### src/rtl/core/mbrd_pkg.sv
`default_nettype none
package mbrd_pkg;

   localparam int RX_CAPACITY = 32;
   localparam int CNT_W = $clog2(RX_CAPACITY + 1);

   localparam logic [15:0] CRC_INIT = 16'hFFFF;
   localparam logic [15:0] CRC_POLY = 16'hA001;
   localparam logic [7:0] FUNC_READ_HOLDING = 8'h03;
   localparam logic [7:0] REPLY_BYTE_COUNT = 8'h02;
   localparam logic [15:0] REG_COUNT = 16'h0001;

   localparam logic [1:0] OP_START = 2'd0;
   localparam logic [1:0] OP_RX_BYTE = 2'd1;
   localparam logic [1:0] OP_TICK = 2'd2;

   localparam logic [1:0] ST_IDLE = 2'd0;
   localparam logic [1:0] ST_CRC = 2'd1;
   localparam logic [1:0] ST_EMIT = 2'd2;
   localparam logic [1:0] ST_DONE = 2'd3;

   localparam logic STATUS_OK = 1'b0;
   localparam logic STATUS_TIMEOUT = 1'b1;

   typedef struct packed {
      logic init;
      logic step;
   } crc_ctl_type;

endpackage
`default_nettype wire

### src/rtl/core/modbus_rtu_read_register_master.sv
// Modbus RTU master, read of one holding register.
// Input channel req_*: tuser carries the opcode (start, received bus byte,
// timer tick), tdata the slave address, register address and bus byte.
// Result channel rsp_*: a start gives eight request-byte items (tuser bit 0
// set, tlast on the eighth); a transaction end gives one item with tuser
// bit 1 set, bit 2 the status (0 ok, 1 timeout) and the value in tdata.
// Config port csr_*: register 0 at address 0 is the tick timeout.
// A start runs the six leading request bytes through the byte-wide CRC
// unit, then emits one request item per cycle while the receiver takes
// them. An ending result shows the cycle after the ending byte or tick.
// One item is in work at a time; req_tready is high only while no item
// is in work or waiting to be taken.
// When the receiver stalls, the current result item holds and the block
// accepts nothing until it is taken.
// Reset returns to idle with no transaction open and the timeout at 10;
// the request and reply header registers are not cleared.
`default_nettype none
module modbus_rtu_read_register_master
   import mbrd_pkg::*;
(
   input  wire logic        clock,
   input  wire logic        reset,
   input  wire logic        req_tvalid,
   output logic             req_tready,
   input  wire logic [31:0] req_tdata,   // slave_address, register_address, rx_byte
   input  wire logic [1:0]  req_tuser,   // opcode
   output logic             rsp_tvalid,
   input  wire logic        rsp_tready,
   output logic      [23:0] rsp_tdata,   // tx_byte, read_value
   output logic      [2:0]  rsp_tuser,   // tx_valid, done_res, status
   output logic             rsp_tlast,
   input  wire logic        csr_psel,
   input  wire logic        csr_penable,
   input  wire logic        csr_pwrite,
   input  wire logic [2:0]  csr_paddr,
   input  wire logic [31:0] csr_pwdata,
   output logic      [31:0] csr_prdata,
   output logic             csr_pready
);

   logic [1:0]       state_ff, state_in;
   logic [2:0]       idx_ff, idx_in;
   logic             busy_ff, busy_in;
   logic             echo_seen_ff, echo_seen_in;
   logic             mismatch_ff, mismatch_in;
   logic [CNT_W-1:0] cnt_ff, cnt_in;
   logic [7:0]       ticks_ff, ticks_in;
   logic [7:0]       timeout_ff;
   logic [7:0]       slave_ff, slave_in;
   logic [15:0]      reg_ff, reg_in;
   logic [7:0]       hdr_ff [5];
   logic             hdr_we;
   logic             status_ff, status_in;
   logic [15:0]      value_ff, value_in;

   logic             crc_ctl_init, crc_ctl_step;
   crc_ctl_type      crc_ctl;
   logic [15:0]      crc;
   logic [7:0]       crc_data;

   logic             accept;
   logic [1:0]       opcode;
   logic [7:0]       rx_byte;
   logic [CNT_W-1:0] cnt_inc;
   logic [7:0]       echo_byte;
   logic             mismatch_now;
   logic [7:0]       ticks_inc;
   logic             csr_wr;

   function automatic logic [7:0] req_byte(input logic [2:0] i, input logic [7:0] sa,
                                           input logic [15:0] ra, input logic [15:0] c);
      logic [7:0] r;
      case (i)
         3'd0:    r = sa;
         3'd1:    r = FUNC_READ_HOLDING;
         3'd2:    r = ra[15:8];
         3'd3:    r = ra[7:0];
         3'd4:    r = REG_COUNT[15:8];
         3'd5:    r = REG_COUNT[7:0];
         3'd6:    r = c[7:0];
         default: r = c[15:8];
      endcase
      return r;
   endfunction

   assign req_tready = (state_ff == ST_IDLE);
   assign accept = req_tvalid && req_tready;
   assign opcode = req_tuser;
   assign rx_byte = req_tdata[31:24];
   assign cnt_inc = cnt_ff + CNT_W'(1);
   assign echo_byte = req_byte(cnt_ff[2:0], slave_ff, reg_ff, crc);
   assign mismatch_now = mismatch_ff || ((cnt_ff < CNT_W'(8)) && (rx_byte != echo_byte));
   assign ticks_inc = (ticks_ff == 8'hFF) ? ticks_ff : ticks_ff + 8'd1;

   assign crc_ctl.init = crc_ctl_init;
   assign crc_ctl.step = crc_ctl_step;
   assign crc_data = req_byte(idx_ff, slave_ff, reg_ff, crc);

   mbrd_crc u_crc (
      .clock     (clock),
      .ctl       (crc_ctl),
      .data_byte (crc_data),
      .crc       (crc)
   );

   always_comb begin
      state_in = state_ff;
      idx_in = idx_ff;
      busy_in = busy_ff;
      echo_seen_in = echo_seen_ff;
      mismatch_in = mismatch_ff;
      cnt_in = cnt_ff;
      ticks_in = ticks_ff;
      slave_in = slave_ff;
      reg_in = reg_ff;
      hdr_we = 1'b0;
      status_in = status_ff;
      value_in = value_ff;
      crc_ctl_init = 1'b0;
      crc_ctl_step = 1'b0;
      case (state_ff)
         ST_IDLE: begin
            if (accept) begin
               if (opcode == OP_START) begin
                  slave_in = req_tdata[7:0];
                  reg_in = req_tdata[23:8];
                  cnt_in = '0;
                  mismatch_in = 1'b0;
                  echo_seen_in = 1'b0;
                  ticks_in = '0;
                  busy_in = 1'b1;
                  idx_in = '0;
                  crc_ctl_init = 1'b1;
                  state_in = ST_CRC;
               end else if (busy_ff && opcode == OP_RX_BYTE &&
                            cnt_ff < CNT_W'(RX_CAPACITY)) begin
                  if (!echo_seen_ff) begin
                     mismatch_in = mismatch_now;
                     cnt_in = cnt_inc;
                     if (cnt_inc == CNT_W'(8) && !mismatch_now) begin
                        echo_seen_in = 1'b1;
                        cnt_in = '0;
                     end
                  end else begin
                     hdr_we = (cnt_ff < CNT_W'(5));
                     cnt_in = cnt_inc;
                     if (cnt_inc >= CNT_W'(7) && hdr_ff[0] == slave_ff &&
                         hdr_ff[1] == FUNC_READ_HOLDING && hdr_ff[2] == REPLY_BYTE_COUNT) begin
                        busy_in = 1'b0;
                        status_in = STATUS_OK;
                        value_in = {hdr_ff[3], hdr_ff[4]};
                        state_in = ST_DONE;
                     end
                  end
               end else if (busy_ff && opcode == OP_TICK) begin
                  ticks_in = ticks_inc;
                  if (ticks_inc >= timeout_ff) begin
                     busy_in = 1'b0;
                     status_in = STATUS_TIMEOUT;
                     value_in = '0;
                     state_in = ST_DONE;
                  end
               end
            end
         end
         ST_CRC: begin
            crc_ctl_step = 1'b1;
            idx_in = idx_ff + 3'd1;
            if (idx_ff == 3'd5) begin
               idx_in = '0;
               state_in = ST_EMIT;
            end
         end
         ST_EMIT: begin
            if (rsp_tready) begin
               idx_in = idx_ff + 3'd1;
               if (idx_ff == 3'd7) begin
                  state_in = ST_IDLE;
               end
            end
         end
         ST_DONE: begin
            if (rsp_tready) begin
               state_in = ST_IDLE;
            end
         end
         default: state_in = ST_IDLE;
      endcase
   end

   always_comb begin
      rsp_tvalid = 1'b0;
      rsp_tdata = '0;
      rsp_tuser = '0;
      rsp_tlast = 1'b0;
      case (state_ff)
         ST_EMIT: begin
            rsp_tvalid = 1'b1;
            rsp_tdata = {16'h0000, crc_data};
            rsp_tuser = 3'b001;
            rsp_tlast = (idx_ff == 3'd7);
         end
         ST_DONE: begin
            rsp_tvalid = 1'b1;
            rsp_tdata = {value_ff, 8'h00};
            rsp_tuser = {status_ff, 1'b1, 1'b0};
         end
         default: rsp_tvalid = 1'b0;
      endcase
   end

   always_ff @(posedge clock) begin
      if (reset) begin
         state_ff <= ST_IDLE;
         idx_ff <= '0;
         busy_ff <= 1'b0;
         echo_seen_ff <= 1'b0;
         mismatch_ff <= 1'b0;
         cnt_ff <= '0;
         ticks_ff <= '0;
      end else begin
         state_ff <= state_in;
         idx_ff <= idx_in;
         busy_ff <= busy_in;
         echo_seen_ff <= echo_seen_in;
         mismatch_ff <= mismatch_in;
         cnt_ff <= cnt_in;
         ticks_ff <= ticks_in;
      end
   end

   always_ff @(posedge clock) begin
      slave_ff <= slave_in;
      reg_ff <= reg_in;
      status_ff <= status_in;
      value_ff <= value_in;
      if (hdr_we) begin
         hdr_ff[cnt_ff[2:0]] <= rx_byte;
      end
   end

   // config register
   assign csr_pready = 1'b1;
   assign csr_wr = csr_psel && csr_penable && csr_pwrite && csr_pready;
   assign csr_prdata = (csr_paddr[2] == 1'b0) ? {24'h000000, timeout_ff} : 32'h00000000;

   always_ff @(posedge clock) begin
      if (reset) begin
         timeout_ff <= 8'd10;
      end else if (csr_wr && csr_paddr[2] == 1'b0) begin
         timeout_ff <= csr_pwdata[7:0];
      end
   end

   a_done_closes: assert property (@(posedge clock) disable iff (reset)
      (rsp_tvalid && rsp_tuser[1]) |-> !busy_ff)
      else $error("ending item while transaction still open");

   a_last_is_tx: assert property (@(posedge clock) disable iff (reset)
      (rsp_tvalid && rsp_tlast) |-> (rsp_tuser[0] && !rsp_tuser[1]))
      else $error("last flag on a non-request item");

   a_cnt_bound: assert property (@(posedge clock) disable iff (reset)
      cnt_ff <= CNT_W'(RX_CAPACITY))
      else $error("receive count beyond capacity");

   a_echo_clean: assert property (@(posedge clock) disable iff (reset)
      echo_seen_ff |-> !mismatch_ff)
      else $error("echo accepted despite mismatch");

   a_emit_after_crc: assert property (@(posedge clock) disable iff (reset)
      (state_ff == ST_EMIT && $past(state_ff) != ST_EMIT) |-> $past(state_ff) == ST_CRC)
      else $error("request sent without crc pass");

endmodule
`default_nettype wire

### src/rtl/core/mbrd_crc.sv
`default_nettype none
module mbrd_crc
   import mbrd_pkg::*;
(
   input  wire logic        clock,
   input  wire crc_ctl_type ctl,
   input  wire logic [7:0]  data_byte,
   output logic      [15:0] crc
);

   logic [15:0] crc_ff;
   logic [15:0] crc_in;

   function automatic logic [15:0] crc_byte(input logic [15:0] c, input logic [7:0] d);
      logic [15:0] r;
      r = c ^ {8'h00, d};
      for (int b = 0; b < 8; b++) begin
         if (r[0]) begin
            r = (r >> 1) ^ CRC_POLY;
         end else begin
            r = r >> 1;
         end
      end
      return r;
   endfunction

   always_comb begin
      crc_in = crc_ff;
      if (ctl.init) begin
         crc_in = CRC_INIT;
      end else if (ctl.step) begin
         crc_in = crc_byte(crc_ff, data_byte);
      end
   end

   always_ff @(posedge clock) begin
      crc_ff <= crc_in;
   end

   assign crc = crc_ff;

endmodule
`default_nettype wire

### config.mk
export PLATFORM = sky130hd
export DESIGN_NAME = modbus_rtu_read_register_master
export DESIGN_NICKNAME = d
export VERILOG_FILES = /design/src/rtl/core/mbrd_pkg.sv /design/src/rtl/core/modbus_rtu_read_register_master.sv /design/src/rtl/core/mbrd_crc.sv
export SDC_FILE = /design/constraint.sdc
export NUM_CORES = 1
export LEC_CHECK = 0
export ABC_AREA = 1
export BUFFER_PORTS_ARGS = -buffer_cell sky130_fd_sc_hd__buf_2
export CAP_MARGIN = 10
export CORE_MARGIN = 5
export CORE_UTILIZATION = 45
export DETAILED_ROUTE_END_ITERATION = 10
export GPL_TIMING_DRIVEN = 1
export PLACE_DENSITY = 0.67
export SLEW_MARGIN = 20
export SYNTH_ARGS = -nofsm -noshare
export SYNTH_HDL_FRONTEND = slang
export SYNTH_SLANG_ARGS = --single-unit
### constraint.sdc
create_clock -name clock -period 7.6 [get_ports clock]
set_clock_uncertainty 0.1 [all_clocks]
set_input_delay 1.52 -clock clock [delete_from_list [all_inputs] [get_ports clock]]
set_output_delay 1.52 -clock clock [all_outputs]
set_load 0.02 [all_outputs]
==> flow_summary.yaml <==
floorplanning:
  ioPinCount: 139
  die-area_um2: 18610
  die_height_um: 136.4
  die_x_um: 136.4
  rows: 46
  core_um2: 15770
  start_util_pct: 45.60
sta:
  finalSetupViolCount: 0
  holdWs_ns: 0.3758
  final.min_clock_period_ns: 4.310
  clock.fmax_ghz: 0.2320
  relSlewSlack_pct: 26.74
  slew_violations: 0
  tns_ns: 0
  hold_viol_final: 0
  fin_crit_sh_pct: 56.72
  rsz0062_at_grt: "false"
  tightest_slew_ns: 1.091
worst_hold_path:
  whs_endpoint: "ticks_ff[4]"
  hp-class: "flop to flop"
  min_from: "ticks_ff[4]"
  whs_path_depth: 2
cts:
  cts_resized: 0
  cts_root_buf: "clkbuf_16"
  cts_tree: "done"
  cts_inserted_buffers: 17
  clk_pin_slew_ns: 0.06
  cts.htree.levels: 4
  cts.sinks: 127
  clock_latency_ns: 0.42
  cts_setup_buffers: 0
  clockBufferDepth: 2
  cts_hold_buf: 0
synthesis:
  ys_ff_latch: 127
  async_reset_ff_share_pct: 0
  ys.warnings.count: 0
  synthCells: 866
  syn_area_um2: 7191
  synth-edff-count: 81
  yosysSeqAreaShare_pct: 46.63
  synth_ff_type: "edfxtp_1"
  synth_area_per_cell_um2: 8.303
  synth_cell_types: 45
cells_and_area:
  final_util_pct: 52.32
  n_fill_cell: 1490
  syn_to_final_growth_pct: 14.74
  drive_above_1_share_pct: 17.75
  antennaDiodeCount: 0
  nNetsFinal: 1049
power_and_ir_drop:
  p_int_mw: 1.433
  combPwrFrac_pct: 25.6
  p_per_area_nw_per_um2: 267.0
  p_leak_nw: 3.815
  seqPwrFrac_pct: 38.7
  p_switching_uw: 770.0
  ir_drop_mv: 0.2214
  switching_share_pct: 34.95
  totalPowerFinal_mw: 2.203
  pwr-share-clk_pct: 35.7
setup_path:
  rr_startpoint: "busy_ff"
  critPathCaptureType: "flop"
  cpPeakStageDelay_ns: 0.85
  reg2reg_to: "hdr_ff[3][2]"
  cpMaxStageDelayCell: "nor3_1"
  crit_family: "simple AND/OR/NAND/NOR gates"
  crit_buf_inv: 3
  required_ns: 7.53
  path_class: "input port to flop"
  worst_setup_path_start_kind: "input port"
  cp.arrival_ns: 4.24
  crit_path_max_fanout: 21
  cp_cell_sequence: "buf_2 -> nor4_1 -> inv_1 -> nor2_1 -> inv_1 -> nor3_1 -> nand2_1 -> nor3_1"
  rrSetupSlack_ns: 4.15
  reg2regPathDepth: 8
global_route:
  grt_pass1_wl_um: 27130
  overflow: 0
  grt_max_degree: 32
  gr-usage-all-layers_pct: 18.95
  grt_pass1_vias: 5303
  antenna_found_initial: 0
placement:
  dp.final_hpwl_um: 12640
  place_congestion: 0.9059
  io_buffers: 87
drt:
  antenna_left: 0
  drtIter0Drc: 523
  wl_um: 17240
  wl_per_cell_um: 14.68
  drc: 0
  dr_total_vias: 5938
  firstDrtPassIters: 5
  viasPerCell: 5.058
job:
  cap_violations: 0
status:
  outcome: "completed"
cells by family (layout without fill, tap and decap cells):
group	Yosys count	in the layout	synth area share, %
AND/OR/NAND/NOR	403	403	25.53
buffers and inverters	172	241	11.24
flip-flops	127	127	46.63
AO/OA/AOI/OAI	115	115	9.275
adder cells (fa/ha/maj)	28	28	4.872
XOR/XNOR	18	18	2.193
other	2	25	0.1044
multiplexers	1	1	0.1566
layer usage:
layer | vias to the layer above | track usage (%) | share of wire (%)
li1 | 2985 | - | -
met1 | 2696 | 27.21 | 49
met2 | 233 | 28.37 | 43
met3 | 24 | 3.923 | 6.4
met4 | 0 | 6.775 | 2.2
met5 | - | 0 | 0
per-stage QoR:
step           instance area [µm²]  worst slack [ns]  cells
6_report                      8250             3.290   1174
5_1_grt                       8250             3.032   1174
4_1_cts                       8230             3.319   1174
3_5_place_dp                  7656             2.886   1142
3_3_place_gp                  7656             2.937   1142
2_1_floorplan                 7277             3.037    889
registers in the layout, summed over array words and instances, names as in the netlist:
| signal | count |
|---|---|
| timeout_ff | 8 |
| slave_ff | 8 |
| u_crc.crc | 16 |
| reg_ff | 16 |
| hdr_ff | 40 |
| busy_ff | 1 |
| echo_seen_ff | 1 |
| state_ff | 2 |
| mismatch_ff | 1 |
| idx_ff | 3 |
| cnt_ff | 6 |
| status_ff | 1 |
| ticks_ff | 8 |
| value_ff | 16 |
cell type report:
| type | count | area, µm² | area share, % |
|---|---|---|---|
| sequential | 127 | 3353 | 40.64 |
| multi-input combinational | 590 | 3144 | 38.11 |
| clock buffer | 17 | 425.4 | 5.156 |
| inverter | 120 | 457.9 | 5.550 |
| tap | 216 | 270.3 | 3.276 |
| clock inverter | 15 | 148.9 | 1.805 |
| timing repair buffer | 89 | 450.4 | 5.460 |
worst max-delay path by stage:
stage                         to  cells past startpoint         start  slack, ns
finish              hdr_ff[3][2]                      8  req_tuser[1]       3.29
detailed placement  hdr_ff[4][2]                      8  req_tuser[1]       2.89
global route        hdr_ff[3][2]                      8  req_tuser[1]       3.03
floorplan              status_ff                      6  req_tuser[1]       3.04
CTS                 hdr_ff[4][7]                      8  req_tuser[1]       3.32
global placement    hdr_ff[1][5]                      8  req_tuser[1]       2.94
Yosys cell counts, types with 2 or more instances:
| master | count | area share, % |
|---|---|---|
| a21oi_1 | 47 | 3.3 |
| buf_2 | 4 | 0.28 |
| buf_4 | 29 | 3.0 |
| buf_6 | 4 | 0.63 |
| clkbuf_1 | 14 | 0.73 |
| conb_1 | 2 | 0.10 |
| dfxtp_1 | 46 | 13 |
| edfxtp_1 | 81 | 34 |
| ha_1 | 28 | 4.9 |
| inv_1 | 116 | 6.1 |
| inv_2 | 2 | 0.10 |
| nand2_1 | 193 | 10 |
| nand2_2 | 20 | 1.7 |
| nand3_1 | 65 | 4.5 |
| nand3_2 | 8 | 1.1 |
| nand4_1 | 24 | 2.1 |
| nor2_1 | 69 | 3.6 |
| nor2_4 | 2 | 0.31 |
| nor3_1 | 9 | 0.63 |
| nor4_1 | 5 | 0.44 |
| nor4b_1 | 2 | 0.24 |
| o211ai_1 | 17 | 1.8 |
| o21ai_0 | 31 | 2.2 |
| o21ai_1 | 2 | 0.14 |
| o21ai_2 | 5 | 0.61 |
| o22ai_1 | 5 | 0.44 |
| or2_2 | 2 | 0.17 |
| xnor2_1 | 9 | 1.1 |
| xor2_1 | 9 | 1.1 |
cell usage in the layout, fill, tap and decap left out, types with 5 or more instances in the layout:
cell	n
dfxtp_1	46
buf_2	87
a21oi_1	47
nand2_2	20
ha_1	28
inv_6	6
nor2_1	68
nand4_1	24
o21ai_0	31
nand3_2	8
o21ai_2	5
inv_1	116
xor2_1	9
edfxtp_1	81
o211ai_1	17
conb_1	25
clkbuf_16	17
xnor2_1	9
clkinv_4	5
nand2_1	193
o22ai_1	5
nor3_1	5
nand3_1	65
worst register-to-register path, stage by stage (launching register included):
cell and delay (ns):
dfxtp_1 0.34, inv_1 0.06, nor4_1 0.29, inv_1 0.37, nor2_1 0.49, inv_1 0.17
nor3_1 0.26, nand2_1 0.13, nor3_1 0.85
power groups by stage:
stage	Sequential, mW	Clock [mW]	Combinational, mW
floorplan	0.848	0	0.431
global placement	0.867	0	0.547
detailed placement	0.866	0	0.556
CTS	0.852	0.800	0.559
global route	0.861	0.838	0.632
finish	0.854	0.787	0.563
(Power assumes the default switching activity.)
